File: config.mk
export PLATFORM = sky130hd
export DESIGN_NAME = waveform_bucket_minmax_unit
export DESIGN_NICKNAME = d
export VERILOG_FILES = /design/src/rtl/core/wbm_pkg.sv /design/src/rtl/core/waveform_bucket_minmax_unit.sv /design/src/rtl/core/wbm_lane.sv /design/src/rtl/core/wbm_merge.sv
export SDC_FILE = /design/constraint.sdc
export NUM_CORES = 2
export LEC_CHECK = 0
export BUFFER_PORTS_ARGS = -buffer_cell sky130_fd_sc_hd__buf_2
export CORE_MARGIN = 2
export CORE_UTILIZATION = 55
export CTS_BUF_LIST = sky130_fd_sc_hd__clkbuf_16
export DETAILED_ROUTE_END_ITERATION = 10
export PLACE_DENSITY = 0.73
export SYNTH_ARGS = -nofsm -noshare
export SYNTH_HDL_FRONTEND = slang
export SYNTH_SLANG_ARGS = --single-unit
export TNS_END_PERCENT = 10
File: constraint.sdc
create_clock -name clk_i -period 17.4 [get_ports clk_i]
set_input_delay 1.74 -clock clk_i [delete_from_list [all_inputs] [get_ports clk_i]]
set_output_delay 1.74 -clock clk_i [all_outputs]
set_load 0.05 [all_outputs]
File: src/rtl/core/wbm_pkg.sv
// ----------------------------------------------------------------------------
// wbm_pkg
// Shared types and constants for the waveform bucket min/max unit.
// ----------------------------------------------------------------------------
`default_nettype none

package wbm_pkg;

  localparam int unsigned MAX_CHANNELS = 8;
  localparam int unsigned SAMPLE_BITS  = 24;
  localparam int unsigned INDEX_BITS   = 20;
  localparam int unsigned CHAN_BITS    = 3;
  localparam int unsigned FRAME_BITS   = 16;
  localparam int unsigned CCOUNT_BITS  = 4;

  localparam logic [FRAME_BITS-1:0]  BUCKET_FRAMES_RST = FRAME_BITS'(256);
  localparam logic [CCOUNT_BITS-1:0] CHANNEL_COUNT_RST = CCOUNT_BITS'(2);
  localparam logic [FRAME_BITS-1:0]  FRAME_SAT         = '1;

  typedef enum logic {
    REG_BUCKET_FRAMES = 1'b0,
    REG_CHANNEL_COUNT = 1'b1
  } reg_idx_e;

  typedef logic signed [SAMPLE_BITS-1:0] sample_t;

  typedef struct packed {
    logic                  load;
    logic [CHAN_BITS-1:0]  last_ch;
    logic [INDEX_BITS-1:0] index;
  } wbm_load_t;

endpackage

`default_nettype wire

File: src/rtl/core/waveform_bucket_minmax_unit.sv
// ----------------------------------------------------------------------------
// waveform_bucket_minmax_unit
// Min/max decimation of a multichannel sample stream into buckets.
// ----------------------------------------------------------------------------
// Input channel: one frame per beat, eight signed samples plus end_of_stream.
// Eight lanes fold every frame into their running min/max in the accepting
// cycle, so frames are taken one per clock unless held off by in_stall_o.
// Output channel: when a frame fills the bucket, or carries end_of_stream,
// the lanes are captured and one beat per active channel (at least one)
// follows, in channel order, starting the cycle after that frame;
// last_of_bucket marks the final beat.
// A frame that closes a bucket is held off (in_stall_o) while the previous
// bucket has beats pending and its final beat is not taken in the same cycle;
// others are never held. A receiver stall holds the current beat unchanged.
// Configuration: cfg index 0 bucket_frames, index 1 channel_count, written
// while idle.
// Reset: bucket_frames 256, channel_count 2, frame and bucket counts zero,
// no beats pending.
// ----------------------------------------------------------------------------
`default_nettype none

module waveform_bucket_minmax_unit
  import wbm_pkg::*;
(
  input  wire                    clk_i,
  input  wire                    rst_ni,
  input  wire                    cfg_we_i,
  input  wire                    cfg_index_i,
  input  wire  [FRAME_BITS-1:0]  cfg_data_i,
  input  wire                    in_valid_i,
  output logic                   in_stall_o,
  input  sample_t                sample_0_i,
  input  sample_t                sample_1_i,
  input  sample_t                sample_2_i,
  input  sample_t                sample_3_i,
  input  sample_t                sample_4_i,
  input  sample_t                sample_5_i,
  input  sample_t                sample_6_i,
  input  sample_t                sample_7_i,
  input  wire                    end_of_stream_i,
  output logic                   out_valid_o,
  input  wire                    out_stall_i,
  output logic [CHAN_BITS-1:0]   channel_o,
  output logic [INDEX_BITS-1:0]  bucket_index_o,
  output sample_t                low_value_o,
  output sample_t                high_value_o,
  output logic                   last_of_bucket_o
);

  logic [FRAME_BITS-1:0]  bucket_frames_q;
  logic [CCOUNT_BITS-1:0] channel_count_q;
  logic [FRAME_BITS-1:0]  frames_q, frames_d, frames_inc, size;
  logic [INDEX_BITS-1:0]  bucket_q, bucket_d;
  logic [CHAN_BITS-1:0]   last_ch;
  logic                   close, accept, free;
  wbm_load_t              load;
  sample_t                samples   [MAX_CHANNELS];
  sample_t                lane_low  [MAX_CHANNELS];
  sample_t                lane_high [MAX_CHANNELS];

  assign samples[0] = sample_0_i;
  assign samples[1] = sample_1_i;
  assign samples[2] = sample_2_i;
  assign samples[3] = sample_3_i;
  assign samples[4] = sample_4_i;
  assign samples[5] = sample_5_i;
  assign samples[6] = sample_6_i;
  assign samples[7] = sample_7_i;

  always_ff @(posedge clk_i or negedge rst_ni) begin
    if (!rst_ni) begin
      bucket_frames_q <= BUCKET_FRAMES_RST;
      channel_count_q <= CHANNEL_COUNT_RST;
    end else if (cfg_we_i) begin
      unique case (reg_idx_e'(cfg_index_i))
        REG_BUCKET_FRAMES: bucket_frames_q <= cfg_data_i;
        REG_CHANNEL_COUNT: channel_count_q <= cfg_data_i[CCOUNT_BITS-1:0];
        default: ;
      endcase
    end
  end

  assign frames_inc = (frames_q == FRAME_SAT) ? FRAME_SAT : frames_q + FRAME_BITS'(1);
  assign size       = (bucket_frames_q == '0) ? FRAME_BITS'(1) : bucket_frames_q;
  assign close      = end_of_stream_i || (frames_inc >= size);
  assign in_stall_o = close && !free;
  assign accept     = in_valid_i && !in_stall_o;

  always_comb begin
    if (channel_count_q == '0) begin
      last_ch = '0;
    end else if (channel_count_q > CCOUNT_BITS'(MAX_CHANNELS)) begin
      last_ch = CHAN_BITS'(MAX_CHANNELS - 1);
    end else begin
      last_ch = CHAN_BITS'(channel_count_q - CCOUNT_BITS'(1));
    end
  end

  always_comb begin
    frames_d = frames_q;
    bucket_d = bucket_q;
    if (accept) begin
      if (close) begin
        frames_d = '0;
        bucket_d = bucket_q + INDEX_BITS'(1);
      end else begin
        frames_d = frames_inc;
      end
    end
  end

  always_ff @(posedge clk_i or negedge rst_ni) begin
    if (!rst_ni) begin
      frames_q <= '0;
      bucket_q <= '0;
    end else begin
      frames_q <= frames_d;
      bucket_q <= bucket_d;
    end
  end

  assign load.load    = accept && close;
  assign load.last_ch = last_ch;
  assign load.index   = bucket_q;

  for (genvar c = 0; c < MAX_CHANNELS; c++) begin : g_lane
    wbm_lane u_lane (
      .clk_i       (clk_i),
      .rst_ni      (rst_ni),
      .fold_i      (accept),
      .first_i     (frames_q == '0),
      .sample_i    (samples[c]),
      .low_next_o  (lane_low[c]),
      .high_next_o (lane_high[c])
    );
  end

  wbm_merge u_merge (
    .clk_i            (clk_i),
    .rst_ni           (rst_ni),
    .load_i           (load),
    .lane_low_i       (lane_low),
    .lane_high_i      (lane_high),
    .free_o           (free),
    .out_valid_o      (out_valid_o),
    .out_stall_i      (out_stall_i),
    .channel_o        (channel_o),
    .bucket_index_o   (bucket_index_o),
    .low_value_o      (low_value_o),
    .high_value_o     (high_value_o),
    .last_of_bucket_o (last_of_bucket_o)
  );

endmodule

`default_nettype wire

File: src/rtl/core/wbm_lane.sv
// ----------------------------------------------------------------------------
// wbm_lane
// Running minimum and maximum of one channel over the current bucket.
// ----------------------------------------------------------------------------
`default_nettype none

module wbm_lane
  import wbm_pkg::*;
(
  input  wire     clk_i,
  input  wire     rst_ni,
  input  wire     fold_i,
  input  wire     first_i,
  input  sample_t sample_i,
  output sample_t low_next_o,
  output sample_t high_next_o
);

  sample_t low_q, high_q;
  sample_t low_d, high_d;

  always_comb begin
    if (first_i) begin
      low_d  = sample_i;
      high_d = sample_i;
    end else begin
      low_d  = (sample_i < low_q)  ? sample_i : low_q;
      high_d = (sample_i > high_q) ? sample_i : high_q;
    end
  end

  assign low_next_o  = low_d;
  assign high_next_o = high_d;

  always_ff @(posedge clk_i or negedge rst_ni) begin
    if (!rst_ni) begin
      low_q  <= '0;
      high_q <= '0;
    end else if (fold_i) begin
      low_q  <= low_d;
      high_q <= high_d;
    end
  end

endmodule

`default_nettype wire

File: src/rtl/core/wbm_merge.sv
// ----------------------------------------------------------------------------
// wbm_merge
// Capture the lane results of a closed bucket and send them one beat per
// channel.
// ----------------------------------------------------------------------------
`default_nettype none

module wbm_merge
  import wbm_pkg::*;
(
  input  wire                    clk_i,
  input  wire                    rst_ni,
  input  wbm_load_t              load_i,
  input  sample_t                lane_low_i  [MAX_CHANNELS],
  input  sample_t                lane_high_i [MAX_CHANNELS],
  output logic                   free_o,
  output logic                   out_valid_o,
  input  wire                    out_stall_i,
  output logic [CHAN_BITS-1:0]   channel_o,
  output logic [INDEX_BITS-1:0]  bucket_index_o,
  output sample_t                low_value_o,
  output sample_t                high_value_o,
  output logic                   last_of_bucket_o
);

  sample_t               snap_low_q  [MAX_CHANNELS];
  sample_t               snap_high_q [MAX_CHANNELS];
  logic [INDEX_BITS-1:0] index_q;
  logic [CHAN_BITS-1:0]  last_q;
  logic [CHAN_BITS-1:0]  pos_q, pos_d;
  logic                  busy_q, busy_d;
  logic                  beat, last_beat;

  assign beat      = busy_q && !out_stall_i;
  assign last_beat = beat && (pos_q == last_q);
  assign free_o    = !busy_q || last_beat;

  always_comb begin
    pos_d  = pos_q;
    busy_d = busy_q;
    if (beat) begin
      pos_d = pos_q + CHAN_BITS'(1);
      if (last_beat) busy_d = 1'b0;
    end
    if (load_i.load) begin
      pos_d  = '0;
      busy_d = 1'b1;
    end
  end

  always_ff @(posedge clk_i or negedge rst_ni) begin
    if (!rst_ni) begin
      busy_q <= 1'b0;
      pos_q  <= '0;
    end else begin
      busy_q <= busy_d;
      pos_q  <= pos_d;
    end
  end

  always_ff @(posedge clk_i) begin
    if (load_i.load) begin
      for (int c = 0; c < MAX_CHANNELS; c++) begin
        snap_low_q[c]  <= lane_low_i[c];
        snap_high_q[c] <= lane_high_i[c];
      end
      index_q <= load_i.index;
      last_q  <= load_i.last_ch;
    end
  end

  assign out_valid_o      = busy_q;
  assign channel_o        = pos_q;
  assign bucket_index_o   = index_q;
  assign low_value_o      = snap_low_q[pos_q];
  assign high_value_o     = snap_high_q[pos_q];
  assign last_of_bucket_o = (pos_q == last_q);

endmodule

`default_nettype wire
==> key figures <==
Status
  • Outcome: finished, final reports clean

Routing
  • DRC Markers: 0
  • DR pass1 iterations: 6
  • Total Wirelength: 143000 um
  • Detailed router's first-iteration violation count: between 4000 and 5000
  • Routed Antenna Nets: 0
  • DR vias: about 36000
  • Vias per std cell: 6.29
  • Routed wire length per instance: roughly 25 um

Cells and area
  • Post-Layout Cell Count: about 5700
  • FF+latch area: roughly 23000 um2
  • NumNets Final: between 5000 and 6000
  • FILL cells: between 6000 and 7000
  • Share of post-route cells with drive strength above 1: 0.265
  • Area of the multi-input gates: 23400 um2
  • Layout area overhead: 11.3%
  • Fin area: 54800 um2

Floorplanning
  • Die extent in y: around 300 um
  • I/O Pins: 289
  • Die Wd: between 300 and 400 um
  • Row Count: between 100 and 150
  • Core Region: 88500 um2
  • Die area: between 90000 and 100000 um2
  • Starting density of the core: 0.556

Power
  • VDD IR-drop max: around 0.00012 V
  • Pwr Density: 204 nW/um2
  • Pleak: 23.6 nW

Timing
  • Final min period: 6.30 ns
  • Hold Fails Final Rpt: 0
  • Post-route setup slack: roughly 11 ns
  • Slew Viols, Final: 0
  • Tcrit/Tclk final: 0.362
  • Final setup violation count: 0
  • RSZ-0062 raised after global routing: false
  • Headroom to the max-slew limit: 0.189
  • Clock skew: around 0.032 ns
  • Least-Margin Pin Slew: 1.21 ns
  • Final setup TNS: 0 ns
  • Highest attainable clock frequency: 0.159 GHz

Setup path
  • Crit path DAT: 4.56 ns
  • CP peak stage delay: ~0.40 ns
  • Crit path from: frames_q[1]
  • CP Launch Type: flop
  • Slowest CP cell: dfrtp_1
  • Worst Path Max Fanout: 18
  • Worst r2r src: frames_q[1]
  • Critical Path RT: around 16 ns
  • Worst R2R Setup Slack: 11.72 ns
  • Worst Setup EP: in_stall_o
  • Most common cell on crit path: ha_1
  • CP cell instances: ha_1 > and3_1 > nand3_1 > nor3_1 > nand4_1 > buf_4 > and2_1 > ha_1 > nand2b_1 > a2111o_1 > a41oi_1 > a21o_1 > a21oi_1 > buf_2
  • Worst-case reg-to-reg path depth: 16
  • Reg-to-reg endpoint: g_lane[4].u_lane.low_q[22]
  • CP Capture Type: output pin
  • WS Path Type: reg -> out

Synthesis
  • Count leader, synth: mux2_2
  • Main synth FF type: dfrtp_1
  • Cell area after synthesis: a little under 50000 um2
  • Number of synthesized flops with an enable pin: slightly above 400
  • Syn Nets: 4818
  • Async S/R FF share, synth: 0.522
  • FF+latch count, synth: between 800 and 900
  • Commonest cells in the synthesized netlist: mux2_2, dfrtp_1, inv_1
  • Synth unique cells: slightly below 80
  • Post-synth top area cell: edfxtp_1
  • Synth warn: 0
  • Post-synth top area share: 0.248
  • Syn Area/Cell: approximately 12 um2
  • Cells after synthesis: 4206
  • Sequential area share after synthesis: 0.474
  • Top post-synthesis cells by area: edfxtp_1, dfrtp_1, mux2_2

Global routing
  • Grt peak-use layer: met1
  • Met1 usage: 0.459
  • Met3 usage: 0.0844
  • Pin count of the biggest net entering global routing: about 200
  • First-pass GRT wire length: 212000 um
  • Grt met2 use: 0.446
  • Vias in the first global route: 33500
  • Gr usage total: 0.311
  • Initial antenna violation count: 41
  • Remaining Overflow, GRT: 0

Place
  • Dpl cell area: 51700 um2
  • Port Buffers: around 290
  • Pre-CTS WS: 11.83 ns
  • GP Congestion: ~0.95
  • Dpl cells: between 5000 and 6000
  • Post-detail-place hpwl: between 100000 and 150000 um

Clock tree
  • Clock-pin slew of the registers on the worst-case setup and hold paths: around 0.06 ns
  • Clk root buf: clkbuf_16
  • # Post-CTS Setup Buffers: 0
  • Clk sinks: about 850
  • CTS tree: done
  • H-Tree Depth: 3
  • Clk Latency, worst-skew pair: a little under 0.7 ns
  • Bufs on Longest Clock Path: 3
  • Post-CTS sizing: 0
  • Number of CTS-inserted buffers: 92
  • Hold-fix buffers, CTS: 0

Job
  • Max-cap violations: 0

Worst hold path
  • Worst hold path class: reg -> reg
-- registers in the layout (all words and copies together) (netlist names) --
register	flops
channel_count_q	4
bucket_q	20
u_merge.bucket_index_o	20
u_merge.out_valid_o	1
u_merge.snap_low_q	192
bucket_frames_q	16
u_merge.channel_o	3
g_lane.u_lane.high_q	192
g_lane.u_lane.low_q	192
frames_q	16
u_merge.snap_high_q	192
u_merge.last_q	3
-- area by class of cell --
class / instances / share of cell area
inverters: 433 / 0.0296
flip-flops and latches: 851 / 0.426
clock buffers: 92 / 0.0420
diodes: 19 / 0.000867
well taps: 1165 / 0.0266
repair buffers: 334 / 0.0332
clock inverters: 80 / 0.0147
multi-input cells: 2707 / 0.427
-- per-stage QoR --
stage	hold slack (ns)	total power, mW	utilization
2_1_floorplan	0.425	7.42	-
3_3_place_gp	0.443	8.87	0.584
3_5_place_dp	0.444	9.00	0.584
4_1_cts	0.458	11.1	0.619
5_1_grt	0.487	11.8	0.619
6_report	0.456	11.2	0.619
-- logic make-up (layout without fill, tap and decap cells) --
| family | count (synthesis) | in the layout | share of synthesized area |
|---|---|---|---|
| flip-flops | 851 | 851 | 0.474 |
| AND/OR/NAND/NOR | 826 | 826 | 0.0869 |
| multiplexers | 733 | 733 | 0.190 |
| AO/OA/AOI/OAI | 718 | 718 | 0.0898 |
| buffers and inverters | 648 | 939 | 0.0529 |
| adder cells (fa/ha/maj) | 397 | 397 | 0.101 |
| XOR/XNOR | 33 | 33 | 0.00587 |
| other | 0 | 19 | 0 |
-- where the power goes --
| part | internal [mW] | leakage, nW | switching [mW] |
|---|---|---|---|
| clock | 1.19 | 1.57 | 0.850 |
| combinational | 2.24 | 13.0 | 3.36 |
| sequential | 3.04 | 8.98 | 0.508 |
| total | 6.47 | 23.6 | 4.72 |
-- worst max-delay path, delay by kind of cell (launching register included) --
kind | cells | cell delay (ns)
flip-flops | 1 | 0.40
AO/OA/AOI/OAI | 4 | 1.13
buffers and inverters | 2 | 0.47
AND/OR/NAND/NOR | 6 | 1.36
adder cells (fa/ha/maj) | 2 | 0.54
-- routing by layer --
metal | routed length (um) | part of all wire | vias to the layer above
li1 | - | - | 16100
met1 | 60000 | 0.42 | 17600
met2 | 60900 | 0.43 | 1765
met3 | 17300 | 0.12 | 251
met4 | 4400 | 0.031 | 36
met5 | 218 | 0.0015 | -
-- worst min path at each step --
stage / from / to / slack, ns / cells past startpoint
after floorplan: bucket_q[18] / u_merge.bucket_index_o[18] / 0.42 / 0
after global placement: bucket_q[18] / u_merge.bucket_index_o[18] / 0.44 / 0
after detailed placement: bucket_q[18] / u_merge.bucket_index_o[18] / 0.44 / 0
after CTS: bucket_q[18] / u_merge.bucket_index_o[18] / 0.46 / 0
after global routing: bucket_q[19] / bucket_q[19] / 0.49 / 1
final: bucket_q[18] / u_merge.bucket_index_o[18] / 0.46 / 0
-- layout by cell type, fill, tap and decap left out, types with 44 or more instances in the layout --
cell type and count:
buf_4 44, ha_1 397, o211ai_1 111, buf_2 287, edfxtp_1 407, clkbuf_16 92, nand4_1 168, mux2_2 563
dfrtp_1 439, mux2i_1 45, a21oi_1 255, nand2_1 206, nor3_1 116, inv_1 449, mux4_2 96, o21ai_0 181
nor2_1 58, nand3_1 139
Note: power is estimated with default switching activity, not from simulation.
